--- config.mk ---
export PLATFORM = sky130hd
export DESIGN_NAME = ascii_stl_facet_counter
export DESIGN_NICKNAME = d
export VERILOG_FILES = /design/src/sv/stlfc_pkg.sv /design/src/sv/stlfc_fifo.sv /design/src/sv/stlfc_front.sv /design/src/sv/stlfc_back.sv /design/src/sv/ascii_stl_facet_counter.sv
export SDC_FILE = /design/constraint.sdc
export NUM_CORES = 1
export LEC_CHECK = 0
export BUFFER_PORTS_ARGS = -buffer_cell sky130_fd_sc_hd__clkbuf_2
export CORE_ASPECT_RATIO = 0.7
export CORE_UTILIZATION = 57
export DETAILED_ROUTE_END_ITERATION = 7
export MAX_ROUTING_LAYER = met4
export PLACE_DENSITY_LB_ADDON = 0.15
export SLEW_MARGIN = 20
export SYNTH_ARGS = -nofsm -noshare
export SYNTH_HDL_FRONTEND = slang
export SYNTH_SLANG_ARGS = --single-unit
--- constraint.sdc ---
create_clock -name clk -period 11.72 [get_ports clk]
set_input_delay 1.172 -clock clk [delete_from_list [all_inputs] [get_ports clk]]
set_output_delay 1.172 -clock clk [all_outputs]
set_load 0.05 [all_outputs]
--- src/sv/stlfc_pkg.sv ---
// ============================================================================
// ASCII STL facet counter: shared package
// Types, character constants and keyword tables used by the front end, the
// scanner back end and the top level.
// ============================================================================
`default_nettype none

package stlfc_pkg;

    // Default counter widths for the top-level parameters.
    localparam int COUNT_BITS_DEF = 32;
    localparam int SIZE_BITS_DEF  = 32;

    // Entries in each of the two queues.
    localparam int QUEUE_DEPTH = 2;

    // Configuration register indexes.
    localparam logic CFG_COUNT_FACETS = 1'b0;
    localparam logic CFG_MEASURE_SIZE = 1'b1;

    // Characters the scanner looks for.
    localparam logic [7:0] CHAR_F  = 8'h66;
    localparam logic [7:0] CHAR_E  = 8'h65;
    localparam logic [7:0] CHAR_LF = 8'h0A;
    localparam logic [7:0] CHAR_CR = 8'h0D;

    // Keyword lengths: "facet" and "endsolid".
    localparam logic [3:0] LEN_FACET = 4'd5;
    localparam logic [3:0] LEN_END   = 4'd8;

    // One classified byte, as handed from the front end to the scanner.
    typedef struct packed {
        logic [7:0] low_byte;
        logic       is_space;
        logic       is_newline;
        logic       last;
    } cls_t;

    // One result, as held in the result queue.
    typedef struct packed {
        logic [31:0] facet_total;
        logic [31:0] solid_bytes;
        logic        end_cause;
    } result_t;

    // Character expected at a given position of the selected keyword.
    // Select 0 is "facet", select 1 is "endsolid".
    function automatic logic [7:0] keyword_char(input logic sel, input logic [2:0] pos);
        logic [7:0] ch;
        if (sel) begin
            case (pos)
                3'd0:    ch = 8'h65; // e
                3'd1:    ch = 8'h6E; // n
                3'd2:    ch = 8'h64; // d
                3'd3:    ch = 8'h73; // s
                3'd4:    ch = 8'h6F; // o
                3'd5:    ch = 8'h6C; // l
                3'd6:    ch = 8'h69; // i
                default: ch = 8'h64; // d
            endcase
        end
        else begin
            case (pos)
                3'd0:    ch = 8'h66; // f
                3'd1:    ch = 8'h61; // a
                3'd2:    ch = 8'h63; // c
                3'd3:    ch = 8'h65; // e
                default: ch = 8'h74; // t
            endcase
        end
        return ch;
    endfunction

    // Clamp a counter value to the 32-bit result field.
    function automatic logic [31:0] sat32(input logic [63:0] value);
        logic [31:0] res;
        if (|value[63:32]) begin
            res = 32'hFFFF_FFFF;
        end
        else begin
            res = value[31:0];
        end
        return res;
    endfunction

endpackage

`default_nettype wire

--- src/sv/stlfc_fifo.sv ---
// ============================================================================
// ASCII STL facet counter: small queue
// A first-in first-out store of a few entries with full and empty flags.
// ============================================================================
`default_nettype none

module stlfc_fifo #(
    parameter int WIDTH = 8,
    parameter int DEPTH = 2
) (
    input  wire logic             clk,
    input  wire logic             rst_n,
    input  wire logic             wr_en,
    input  wire logic [WIDTH-1:0] wr_data,
    output logic                  full,
    input  wire logic             rd_en,
    output logic      [WIDTH-1:0] rd_data,
    output logic                  empty
);

    localparam int PTR_W = (DEPTH > 1) ? $clog2(DEPTH) : 1;
    localparam int CNT_W = $clog2(DEPTH + 1);

    logic [WIDTH-1:0] store_reg [DEPTH];
    logic [PTR_W-1:0] wr_ptr_reg;
    logic [PTR_W-1:0] wr_ptr_next;
    logic [PTR_W-1:0] rd_ptr_reg;
    logic [PTR_W-1:0] rd_ptr_next;
    logic [CNT_W-1:0] count_reg;
    logic [CNT_W-1:0] count_next;
    logic             do_wr;
    logic             do_rd;

    assign full    = (count_reg == CNT_W'(DEPTH));
    assign empty   = (count_reg == '0);
    assign do_wr   = wr_en && !full;
    assign do_rd   = rd_en && !empty;
    assign rd_data = store_reg[rd_ptr_reg];

    // Pointer and fill-level updates.
    always_comb
    begin
        wr_ptr_next = wr_ptr_reg;
        rd_ptr_next = rd_ptr_reg;
        count_next  = count_reg;
        if (do_wr) begin
            wr_ptr_next = (wr_ptr_reg == PTR_W'(DEPTH - 1)) ? '0 : wr_ptr_reg + 1'b1;
        end
        if (do_rd) begin
            rd_ptr_next = (rd_ptr_reg == PTR_W'(DEPTH - 1)) ? '0 : rd_ptr_reg + 1'b1;
        end
        if (do_wr && !do_rd) begin
            count_next = count_reg + 1'b1;
        end
        else if (do_rd && !do_wr) begin
            count_next = count_reg - 1'b1;
        end
    end

    // Control registers.
    always_ff @(posedge clk or negedge rst_n)
    begin
        if (!rst_n) begin
            wr_ptr_reg <= '0;
            rd_ptr_reg <= '0;
            count_reg  <= '0;
        end
        else begin
            wr_ptr_reg <= wr_ptr_next;
            rd_ptr_reg <= rd_ptr_next;
            count_reg  <= count_next;
        end
    end

    // Entry storage; no reset needed.
    always_ff @(posedge clk)
    begin
        if (do_wr) begin
            store_reg[wr_ptr_reg] <= wr_data;
        end
    end

endmodule

`default_nettype wire

--- src/sv/stlfc_front.sv ---
// ============================================================================
// ASCII STL facet counter: front end
// Takes in text bytes and classifies each one: whitespace, line break and
// the byte folded to lower case.
// ============================================================================
`default_nettype none

module stlfc_front (
    input  wire logic             push,
    input  wire logic [7:0]       text_byte,
    input  wire logic             stream_last,
    input  wire logic             queue_full,
    output logic                  cls_write,
    output stlfc_pkg::cls_t       cls
);

    // A request is taken whenever the classified-byte queue has room.
    assign cls_write = push && !queue_full;

    // Classification of the incoming byte.
    always_comb
    begin
        cls.is_space   = (text_byte inside {[8'h09:8'h0D], 8'h20});
        cls.is_newline = (text_byte == stlfc_pkg::CHAR_LF) ||
                         (text_byte == stlfc_pkg::CHAR_CR);
        cls.low_byte   = (text_byte inside {[8'h41:8'h5A]}) ? (text_byte | 8'h20)
                                                           : text_byte;
        cls.last       = stream_last;
    end

endmodule

`default_nettype wire

--- src/sv/stlfc_back.sv ---
// ============================================================================
// ASCII STL facet counter: scanner back end
// Runs the token state machine on classified bytes, keeps the facet and
// byte counters and writes one result per stream into the result queue.
// ============================================================================
`default_nettype none

module stlfc_back #(
    parameter int COUNT_BITS = stlfc_pkg::COUNT_BITS_DEF,
    parameter int SIZE_BITS  = stlfc_pkg::SIZE_BITS_DEF
) (
    input  wire logic                 clk,
    input  wire logic                 rst_n,
    input  wire logic                 count_facets,
    input  wire logic                 measure_size,
    input  wire logic                 cls_avail,
    input  wire stlfc_pkg::cls_t      cls,
    output logic                      cls_take,
    input  wire logic                 res_full,
    output logic                      res_write,
    output stlfc_pkg::result_t        res
);

    // Scan phases.
    localparam logic [2:0] PH_GAP   = 3'd0;
    localparam logic [2:0] PH_MATCH = 3'd1;
    localparam logic [2:0] PH_TOKEN = 3'd2;
    localparam logic [2:0] PH_LINE  = 3'd3;
    localparam logic [2:0] PH_TRAIL = 3'd4;
    localparam logic [2:0] PH_DONE  = 3'd5;

    logic [2:0]            phase_reg;
    logic [2:0]            phase_next;
    logic                  sel_reg;
    logic                  sel_next;
    logic [2:0]            pos_reg;
    logic [2:0]            pos_next;
    logic [COUNT_BITS-1:0] facet_reg;
    logic [COUNT_BITS-1:0] facet_next;
    logic [SIZE_BITS-1:0]  bytes_reg;
    logic [SIZE_BITS-1:0]  bytes_next;
    logic [3:0]            kw_len;
    logic [7:0]            kw_want;

    // A byte is handled only when a result could be stored for it.
    assign cls_take = cls_avail && !res_full;

    assign kw_len  = sel_reg ? stlfc_pkg::LEN_END : stlfc_pkg::LEN_FACET;
    assign kw_want = stlfc_pkg::keyword_char(sel_reg, pos_reg);

    // Token state machine and counters.
    always_comb
    begin
        phase_next        = phase_reg;
        sel_next          = sel_reg;
        pos_next          = pos_reg;
        facet_next        = facet_reg;
        bytes_next        = bytes_reg;
        res_write         = 1'b0;
        res.end_cause     = 1'b0;
        res.facet_total   = '0;
        res.solid_bytes   = '0;
        if (cls_take) begin
            if (phase_reg == PH_TRAIL && !cls.is_space) begin
                // First non-space byte after the closing line ends the solid.
                res_write  = 1'b1;
                phase_next = PH_DONE;
            end
            else if (phase_reg != PH_DONE) begin
                if (bytes_reg != {SIZE_BITS{1'b1}}) begin
                    bytes_next = bytes_reg + 1'b1;
                end
                case (phase_reg)
                    PH_GAP:
                    begin
                        if (!cls.is_space) begin
                            if (cls.low_byte == stlfc_pkg::CHAR_F ||
                                cls.low_byte == stlfc_pkg::CHAR_E) begin
                                sel_next   = (cls.low_byte == stlfc_pkg::CHAR_E);
                                pos_next   = 3'd1;
                                phase_next = PH_MATCH;
                            end
                            else begin
                                phase_next = PH_TOKEN;
                            end
                        end
                    end
                    PH_MATCH:
                    begin
                        if ({1'b0, pos_reg} >= kw_len || cls.low_byte != kw_want) begin
                            phase_next = cls.is_space ? PH_GAP : PH_TOKEN;
                        end
                        else if ({1'b0, pos_reg} + 4'd1 < kw_len) begin
                            pos_next = pos_reg + 3'd1;
                        end
                        else if (!sel_reg) begin
                            if (count_facets && facet_reg != {COUNT_BITS{1'b1}}) begin
                                facet_next = facet_reg + 1'b1;
                            end
                            phase_next = PH_TOKEN;
                        end
                        else if (measure_size) begin
                            phase_next = PH_LINE;
                        end
                        else begin
                            res_write  = 1'b1;
                            phase_next = PH_DONE;
                        end
                    end
                    PH_TOKEN:
                    begin
                        if (cls.is_space) begin
                            phase_next = PH_GAP;
                        end
                    end
                    PH_LINE:
                    begin
                        if (cls.is_newline) begin
                            phase_next = PH_TRAIL;
                        end
                    end
                    PH_TRAIL:
                    begin
                        phase_next = PH_TRAIL;
                    end
                    default:
                    begin
                        phase_next = PH_GAP;
                    end
                endcase
            end

            // Result fields follow the counters after this byte.
            res.facet_total = count_facets ? stlfc_pkg::sat32(64'(facet_next)) : '0;
            res.solid_bytes = measure_size ? stlfc_pkg::sat32(64'(bytes_next)) : '0;

            // End of stream: answer if nothing was given yet, then restart.
            if (cls.last) begin
                if (!res_write && phase_next != PH_DONE) begin
                    res_write     = 1'b1;
                    res.end_cause = !(phase_next == PH_LINE || phase_next == PH_TRAIL);
                end
                phase_next = PH_GAP;
                sel_next   = 1'b0;
                pos_next   = '0;
                facet_next = '0;
                bytes_next = '0;
            end
        end
    end

    // State registers.
    always_ff @(posedge clk or negedge rst_n)
    begin
        if (!rst_n) begin
            phase_reg <= PH_GAP;
            sel_reg   <= 1'b0;
            pos_reg   <= '0;
            facet_reg <= '0;
            bytes_reg <= '0;
        end
        else begin
            phase_reg <= phase_next;
            sel_reg   <= sel_next;
            pos_reg   <= pos_next;
            facet_reg <= facet_next;
            bytes_reg <= bytes_next;
        end
    end

`ifndef SYNTHESIS
    // A result is only ever produced while a byte is being handled.
    assert property (@(posedge clk) disable iff (!rst_n) res_write |-> cls_take)
        else $error("result written without a byte being handled");

    // Once a stream has been answered, nothing more is written for it.
    assert property (@(posedge clk) disable iff (!rst_n)
        (phase_reg == PH_DONE) |-> !res_write)
        else $error("second result for one stream");

    // The end of a stream leaves the scanner cleared.
    assert property (@(posedge clk) disable iff (!rst_n)
        (cls_take && cls.last) |=>
        (phase_reg == PH_GAP && facet_reg == '0 && bytes_reg == '0))
        else $error("scanner not cleared after end of stream");

    // Counters only grow within a stream.
    assert property (@(posedge clk) disable iff (!rst_n)
        !(cls_take && cls.last) |=>
        (facet_reg >= $past(facet_reg) && bytes_reg >= $past(bytes_reg)))
        else $error("counter went backwards within a stream");
`endif

endmodule

`default_nettype wire

--- src/sv/ascii_stl_facet_counter.sv ---
// ============================================================================
// ASCII STL facet counter: top level
// Scans ASCII STL text one byte at a time, counts facet tokens up to
// endsolid and measures the length of the first solid.
// ============================================================================
//
//  Channel  | Handshake        | Payload
//  ---------+------------------+----------------------------------------
//  input    | push / full      | text_byte, stream_last
//  result   | pop / empty      | facet_total, solid_bytes, end_cause
//  config   | cfg_write        | cfg_index, cfg_data
//
//  One byte is taken per cycle while full is low; the scanner handles one byte
//  a cycle while the result queue has room. A result is registered in the
//  result queue before it shows on the result ports. Reset clears the scanner,
//  both queues and sets both configuration registers to 1; there is no
//  clearing pass. When pop stays low the two-entry result queue fills, the
//  scanner stops and full rises once the two-entry byte queue is full as well.
//
`default_nettype none

module ascii_stl_facet_counter #(
    parameter int COUNT_BITS = stlfc_pkg::COUNT_BITS_DEF,
    parameter int SIZE_BITS  = stlfc_pkg::SIZE_BITS_DEF
) (
    input  wire logic        clk,
    input  wire logic        rst_n,
    input  wire logic        push,
    output logic             full,
    input  wire logic [7:0]  text_byte,
    input  wire logic        stream_last,
    output logic             empty,
    input  wire logic        pop,
    output logic [31:0]      facet_total,
    output logic [31:0]      solid_bytes,
    output logic             end_cause,
    input  wire logic        cfg_write,
    input  wire logic        cfg_index,
    input  wire logic        cfg_data
);

    localparam int CLS_W = $bits(stlfc_pkg::cls_t);
    localparam int RES_W = $bits(stlfc_pkg::result_t);

    logic                 count_facets_reg;
    logic                 count_facets_next;
    logic                 measure_size_reg;
    logic                 measure_size_next;
    logic                 cls_write;
    stlfc_pkg::cls_t      cls_in;
    stlfc_pkg::cls_t      cls_out;
    logic                 cls_empty;
    logic                 cls_take;
    logic                 res_full;
    logic                 res_write;
    stlfc_pkg::result_t   res_in;
    stlfc_pkg::result_t   res_out;

    // Configuration registers.
    always_comb
    begin
        count_facets_next = count_facets_reg;
        measure_size_next = measure_size_reg;
        if (cfg_write)
        begin
            case (cfg_index)
                stlfc_pkg::CFG_COUNT_FACETS: count_facets_next = cfg_data;
                stlfc_pkg::CFG_MEASURE_SIZE: measure_size_next = cfg_data;
                default:                     count_facets_next = count_facets_reg;
            endcase
        end
    end

    always_ff @(posedge clk or negedge rst_n)
    begin
        if (!rst_n)
        begin
            count_facets_reg <= 1'b1;
            measure_size_reg <= 1'b1;
        end
        else
        begin
            count_facets_reg <= count_facets_next;
            measure_size_reg <= measure_size_next;
        end
    end

    // Byte classification.
    stlfc_front u_front (
        .push        (push),
        .text_byte   (text_byte),
        .stream_last (stream_last),
        .queue_full  (full),
        .cls_write   (cls_write),
        .cls         (cls_in)
    );

    // Queue of classified bytes between front and back.
    stlfc_fifo #(
        .WIDTH (CLS_W),
        .DEPTH (stlfc_pkg::QUEUE_DEPTH)
    ) u_cls_queue (
        .clk     (clk),
        .rst_n   (rst_n),
        .wr_en   (cls_write),
        .wr_data (cls_in),
        .full    (full),
        .rd_en   (cls_take),
        .rd_data (cls_out),
        .empty   (cls_empty)
    );

    // Token scanner.
    stlfc_back #(
        .COUNT_BITS (COUNT_BITS),
        .SIZE_BITS  (SIZE_BITS)
    ) u_back (
        .clk          (clk),
        .rst_n        (rst_n),
        .count_facets (count_facets_reg),
        .measure_size (measure_size_reg),
        .cls_avail    (!cls_empty),
        .cls          (cls_out),
        .cls_take     (cls_take),
        .res_full     (res_full),
        .res_write    (res_write),
        .res          (res_in)
    );

    // Result queue towards the consumer.
    stlfc_fifo #(
        .WIDTH (RES_W),
        .DEPTH (stlfc_pkg::QUEUE_DEPTH)
    ) u_res_queue (
        .clk     (clk),
        .rst_n   (rst_n),
        .wr_en   (res_write),
        .wr_data (res_in),
        .full    (res_full),
        .rd_en   (pop),
        .rd_data (res_out),
        .empty   (empty)
    );

    assign facet_total = res_out.facet_total;
    assign solid_bytes = res_out.solid_bytes;
    assign end_cause   = res_out.end_cause;

endmodule

`default_nettype wire
=== Word-level counts from Yosys, hierarchy flattened ===
Memory sizes are Yosys's and may differ from the RTL's.
Cells that the tools add are included.

* Register bits: 81
* Bits in latches: 0
* Bits in writable memories: 152
* Memory bits (read-only): 0
* Output and inout port bits: 67
* Logic and storage cells: 182
* Memories kept: 2

{| class="wikitable"
|+ Memories
! memory !! words !! width !! rd ports !! clocked after Yosys merged registers in !! write ports !! RTL line !! source
|-
| u_res_queue.store_reg || 2 || 65 || 1 || 0 || 1 || stlfc_fifo.sv:24 || <nowiki>logic [WIDTH-1:0] store_reg [DEPTH];</nowiki>
|-
| u_cls_queue.store_reg || 2 || 11 || 1 || 0 || 1 || stlfc_fifo.sv:24 ||
|}

* $add $sub $neg: 12
* $mul: 0
* Div/mod/pow operators: 0
* Magnitude comparators: 6
* Equal/unequal tests: 30
* Shifts and indexed selects: 0
* Multiplexer cells: 73
* Bitwise gates (word level): 1
* Reduce and logical (&&, ||, !) cells: 45

{| class="wikitable"
|+ Operators with widths
! operator !! count
|-
| 32-bit two-way mux || 14
|-
| 65-bit two-way mux || 1
|-
| 32-bit by 1-bit adder with 32-bit output (second input constant) || 2
|-
| 32-bit != test (second input constant) || 2
|-
| 3-bit two-way mux || 18
|-
| 5-bit case mux with 6 select lines || 1
|-
| 1-bit two-way mux || 27
|-
| 5-bit case mux with 4 select lines || 1
|-
| 8-bit by 4-bit == test with 1-bit output (second input constant) || 2
|-
| 8-bit by 7-bit == test with 1-bit output (second input constant) || 2
|-
| 3-bit by 2-bit == test with 1-bit output (second input constant) || 5
|-
| 3-bit == test (second input constant) || 5
|-
| 1-bit logical AND || 15
|-
| 3-bit case mux with 5 select lines || 1
|-
| 2-bit two-way mux || 6
|-
| 3-bit != test (second input constant) || 4
|-
| 2-bit nonzero test || 6
|-
| 1-bit logical NOT || 11
|-
| 8-bit by 6-bit == test with 1-bit output (second input constant) || 1
|-
| 8-bit by 4-bit greater-or-equal comparator with 1-bit output (second input constant) || 1
|-
| 8-bit by 7-bit greater-or-equal comparator with 1-bit output (second input constant) || 1
|-
| 8-bit by 4-bit <= comparator with 1-bit output (second input constant) || 1
|-
| 8-bit by 7-bit <= comparator with 1-bit output (second input constant) || 1
|-
| 8-bit two-way mux || 1
|-
| other kinds (23) || 38
|}

=== Longest topological paths before layout ===
* Word-level depth: 20
* Mapped depth: 16

=== Cells and area by module ===
Synthesis repeated with hierarchy kept, for this count alone.

* Cells, all modules: 1094
* Area, all modules: 12314.3 µm²

{| class="wikitable"
|+ Modules (own cells, without submodules)
! module !! instances !! cells each !! area each (µm²) !! sequential area each (µm²)
|-
| stlfc_back || 1 || 786 || 5994.5 || 1776.7
|-
| stlfc_fifo (u_res_queue) || 1 || 221 || 5048.6 || 4003.8
|-
| stlfc_fifo (u_cls_queue) || 1 || 53 || 1002.2 || 760.7
|-
| stlfc_front || 1 || 27 || 176.4 || 0.0
|-
| ascii_stl_facet_counter || 1 || 7 || 92.6 || 52.6
|}

=== Worst setup path after synthesis ===
OpenSTA, ideal clock, no wires.

* Kind: register to register
* Start point: reg u_back.pos_reg[0]
* End point: mem u_res_queue.store_reg[0][0] in the netlist's numbering, enable pin
* Setup time: 0.496 ns
* Data arrival time: 5.501 ns
* Data required time: 11.224 ns
* Path slack: 5.723 ns
* Stages on the path, launching flop included: 11
* Buffers on the path: 0
* Cell sequence: dfrtp_1 ha_1 ha_1 a21o_1 a31o_2 o211ai_1 and4bb_4 nand3_2 or3_1 a31oi_2 nor2b_1

* Word-level cells in the longest chain between the ends: 18
* Elaborated cells on any way between the ends: 36
* Classes of those cells: 1 x add/sub; 2 x order compare; 8 x eq/ne; 20 x mux; 5 x reduce/logical

{| class="wikitable"
|+ RTL lines
! element !! RTL line !! source
|-
| start: declaration || stlfc_back.sv:36 || <nowiki>logic [2:0] pos_reg;</nowiki>
|-
| start signal: assignment || stlfc_back.sv:165 || <nowiki>pos_reg <= pos_next;</nowiki>
|-
| branches (longest 13 deep; another with 3-bit by 1-bit adder with 4-bit output) || -- ||
|-
| 1-bit two-way mux (*) || stlfc_back.sv:138 || <nowiki>if (cls.last) begin</nowiki>
|-
| 1-bit two-way mux (*) || stlfc_back.sv:63 || <nowiki>if (cls_take) begin</nowiki>
|-
| 1-bit logical AND (*) || stlfc_fifo.sv:36 || <nowiki>assign do_wr = wr_en && !full;</nowiki>
|-
| via u_res_queue.do_wr || stlfc_fifo.sv:31 || <nowiki>logic do_wr;</nowiki>
|-
| 1-bit two-way mux (*) || stlfc_fifo.sv:78 || <nowiki>if (do_wr) begin</nowiki>
|-
| 1-bit two-way mux (not written as such) (*) || stlfc_fifo.sv:79 || <nowiki>store_reg[wr_ptr_reg] <= wr_data;</nowiki>
|-
| end: declaration || stlfc_fifo.sv:24 ||
|}

Mark *: on every way through the listed nets, which the timed path passes. The select of a mux whose other input is x is not followed.

=== Worst setup path after layout ===
* Start point: reg u_back.pos_reg[0]
* End point: mem u_res_queue.store_reg[0][46] in the netlist's numbering, enable pin

The elaborated chain is that of the path after synthesis.

==> metrics.yaml <==
diodes: 0
startpoint_type: "flip-flop"
cp_data_arrival_time_ns: 4.52
synth-async-reset-ratio_pct: 34.8
synth-simple-area-share_pct: 16.4
synthAdderAreaFrac_pct: 1.48
status: "finished clean"
vias_per_cell: 5.92
drc: 0
synth_top_area_share_pct: 38.5
wirelength_um: 24500
yosysUniqueCellTypes: 75
die_h_um: 123
rsz0062_at_grt: "false"
synth-compound-area-share_pct: 10.2
crit_path_max_fanout: 59
nNetsFinal: 1123
period_needed_ns: 4.39
crit_family: "simple AND/OR/NAND/NOR gates"
core_um2: 20100
fin_setup_tns_ns: 0
hold_depth: 1
cpMostUsedCell: "ha_1"
slowest_delay_ns: 0.67
dr.pass1.iters: 5
max_cap_viol_count: 0
synth_area_leaders: "edfxtp_1 (38%), dfrtp_1 (17%), mux2_2 (6.6%)"
dr_total_vias: 8163
crit_path_top_delay_cell: "buf_4"
grtUsageTotal_pct: 23.9
row_count: 43
cts_hold_buf: 0
fmax_ghz: 0.228
synth_top_cell_by_area: "edfxtp_1"
final_util_pct: 65.5
ys_seq_area_share_pct: 55.6
swShare_pct: 42.4
post-cts-setup-buffer-count: 0
hold_ws_ns: 0.505
cts-htree-levels: 1
die_x_um: 174
postRouteAntennaNets: 0
clockRootBuffer: "clkbuf_16"
clkLatencyLatePin_ns: 0.51
overflow: 0
power_leakage_uw: 0.00513
hold_violations: 0
antenna_found_initial: 0
power.total_uw: 3230
synthXorXnorAreaFrac_pct: 5.53
final.fill_count: 1523
synth-seq-cells: 233
cts_resized: 0
ys.warnings.count: 0
dpl.hpwl_um: 15400
cts_buffers: 23
cts_tree: "yes"
syn_area_per_cell_um2: 11.4
fp.dieArea_um2: 21400
cp_cell_sequence: "ha_1 -> ha_1 -> a21o_1 -> a31o_2 -> o211ai_1 -> and4bb_4 -> nand3_2 -> or3_1 -> a31oi_2 -> nor2b_4 -> buf_4"
period_share_pct: 37.4
tightestPinTransition_ns: 0.905
power_switching_uw: 1370
fin_worst_skew_ns: 0.0116
hp-class: "flip-flop to flip-flop"
grt_max_degree: 65
drtIter0Drc: 555
internal_power_uw: 1860
powerDensity_nw_per_um2: 245
portBuffers: 82
synth_top_family_by_area: "simple AND/OR/NAND/NOR gates"
grt_pass1_vias: 7663
ys.flop_type: "edfxtp_1"
power_frac_seq_pct: 36.3
drive_gt1_share_pct: 21.0
critPathRequiredTime_ns: 11.86
vdd_ir_drop_max_mv: 0.225
wire_per_inst_um: 17.8
cp.depth: 11
syn-num-nets: 1069
grt_pass1_wl_um: 39600
clock_power_share_pct: 22.9
rr_worst_depth: 11
synth_area_um2: 11900
syn_to_final_growth_pct: 11.0
endpoint_kind: "flip-flop"
clockBufferDepth: 3
worst-path-buf-inv: 1
ios: 83
initial_core_util_pct: 59.0
setup_violations: 0
clkSlewWorstSetupHoldPaths_ns: 0.06
relSlewSlack_pct: 39.4
cts_sinks: 233
worstSetupPathType: "flip-flop to flip-flop"
synth_edf_count: 152
place_congestion: 0.847
comb_power_share_pct: 40.8
synth.area.mux_share_pct: 7.65
largest_reg_flops: 130
drv_slew: 0
syn_inst: 1039
logic make-up (layout without fill, tap and decap cells):
group,Yosys count,count (layout)
AOI/OAI and AO/OA,179,179
buffers and inverters,87,158
adders and majority gates,14,14
and+or+nand+nor,369,369
xor gates and xnor gates,75,75
DFF,233,233
muxes,82,82
layout make-up:
class | instances | area [µm²] | share of cell area [%]
Tap cell | 270 | 338 | 2.56
Clock inverter | 10 | 109 | 0.826
Timing Repair Buffer | 91 | 480 | 3.65
Multi-Input combinational cell | 719 | 4910 | 37.3
Inverter | 25 | 93.8 | 0.712
Sequential cell | 233 | 6600 | 50.0
Clock buffer | 32 | 649 | 4.93
stage by stage:
step           instances  setup slack (ns)  cell area (µm²)
2_1_floorplan       1039              5.72            11900
3_3_place_gp        1338              7.35            12400
3_5_place_dp        1338              7.35            12400
4_1_cts             1380              7.33            13200
5_1_grt             1380              7.06            13200
6_report            1380              7.33            13200
synthesized netlist by cell type (all sizes together) (3+ instances only):
| library cell | number |
|---|---|
| a211oi | 4 |
| a21o | 12 |
| a21oi | 20 |
| a22o | 13 |
| a31oi | 16 |
| and2 | 7 |
| and3 | 14 |
| and4 | 10 |
| buf | 18 |
| clkbuf | 44 |
| dfrtp | 79 |
| edfxtp | 152 |
| ha | 14 |
| inv | 25 |
| mux2 | 70 |
| mux2i | 12 |
| nand2 | 78 |
| nand2b | 7 |
| nand3 | 42 |
| nand4 | 23 |
| nor2 | 111 |
| nor2b | 5 |
| nor3 | 26 |
| nor3b | 3 |
| nor4 | 14 |
| nor4b | 3 |
| o211a | 4 |
| o21ai | 65 |
| o31ai | 18 |
| o32ai | 3 |
| or3 | 16 |
| xnor2 | 44 |
| xor2 | 31 |
power by group through the flow:
stage / combinational [µW] / clock [µW] / sequential, µW
2_1_floorplan: 1060 / 0 / 1140
3_3_place_gp: 1310 / 0 / 1180
3_5_place_dp: 1320 / 0 / 1190
4_1_cts: 1330 / 751 / 1170
5_1_grt: 1410 / 780 / 1190
6_report: 1320 / 738 / 1170
final timing paths:
kind                                   startpoint                           end  slack (ns)
min in group asynchronous                   rst_n             u_back.pos_reg[0]        0.53
setup / recovery                u_back.pos_reg[0]  u_res_queue.store_reg[0][46]        7.33
max in group asynchronous                   rst_n           u_back.facet_reg[9]       10.01
setup reg to reg                u_back.pos_reg[0]  u_res_queue.store_reg[0][46]        7.33
hold reg to reg            u_cls_queue.wr_ptr_reg        u_cls_queue.wr_ptr_reg        0.50
hold / removal             u_cls_queue.wr_ptr_reg        u_cls_queue.wr_ptr_reg        0.50
routing by layer:
layer | wire length (µm) | track usage [%]
met4 | 443 | 5.54
met3 | 1150 | 3.10
met2 | 10700 | 36.0
met5 | 0 | -
met1 | 12200 | 34.8
cells in the final DEF (no fill, tap or decap), types with 25 or more instances in the layout:
cell type	count
nand3_1	41
nand2_1	75
clkbuf_2	81
dfrtp_1	78
o21ai_0	60
nor2_1	111
edfxtp_1	152
inv_1	25
xnor2_1	44
xor2_1	31
mux2_2	70
Note: power is estimated with default switching activity, not from simulation.
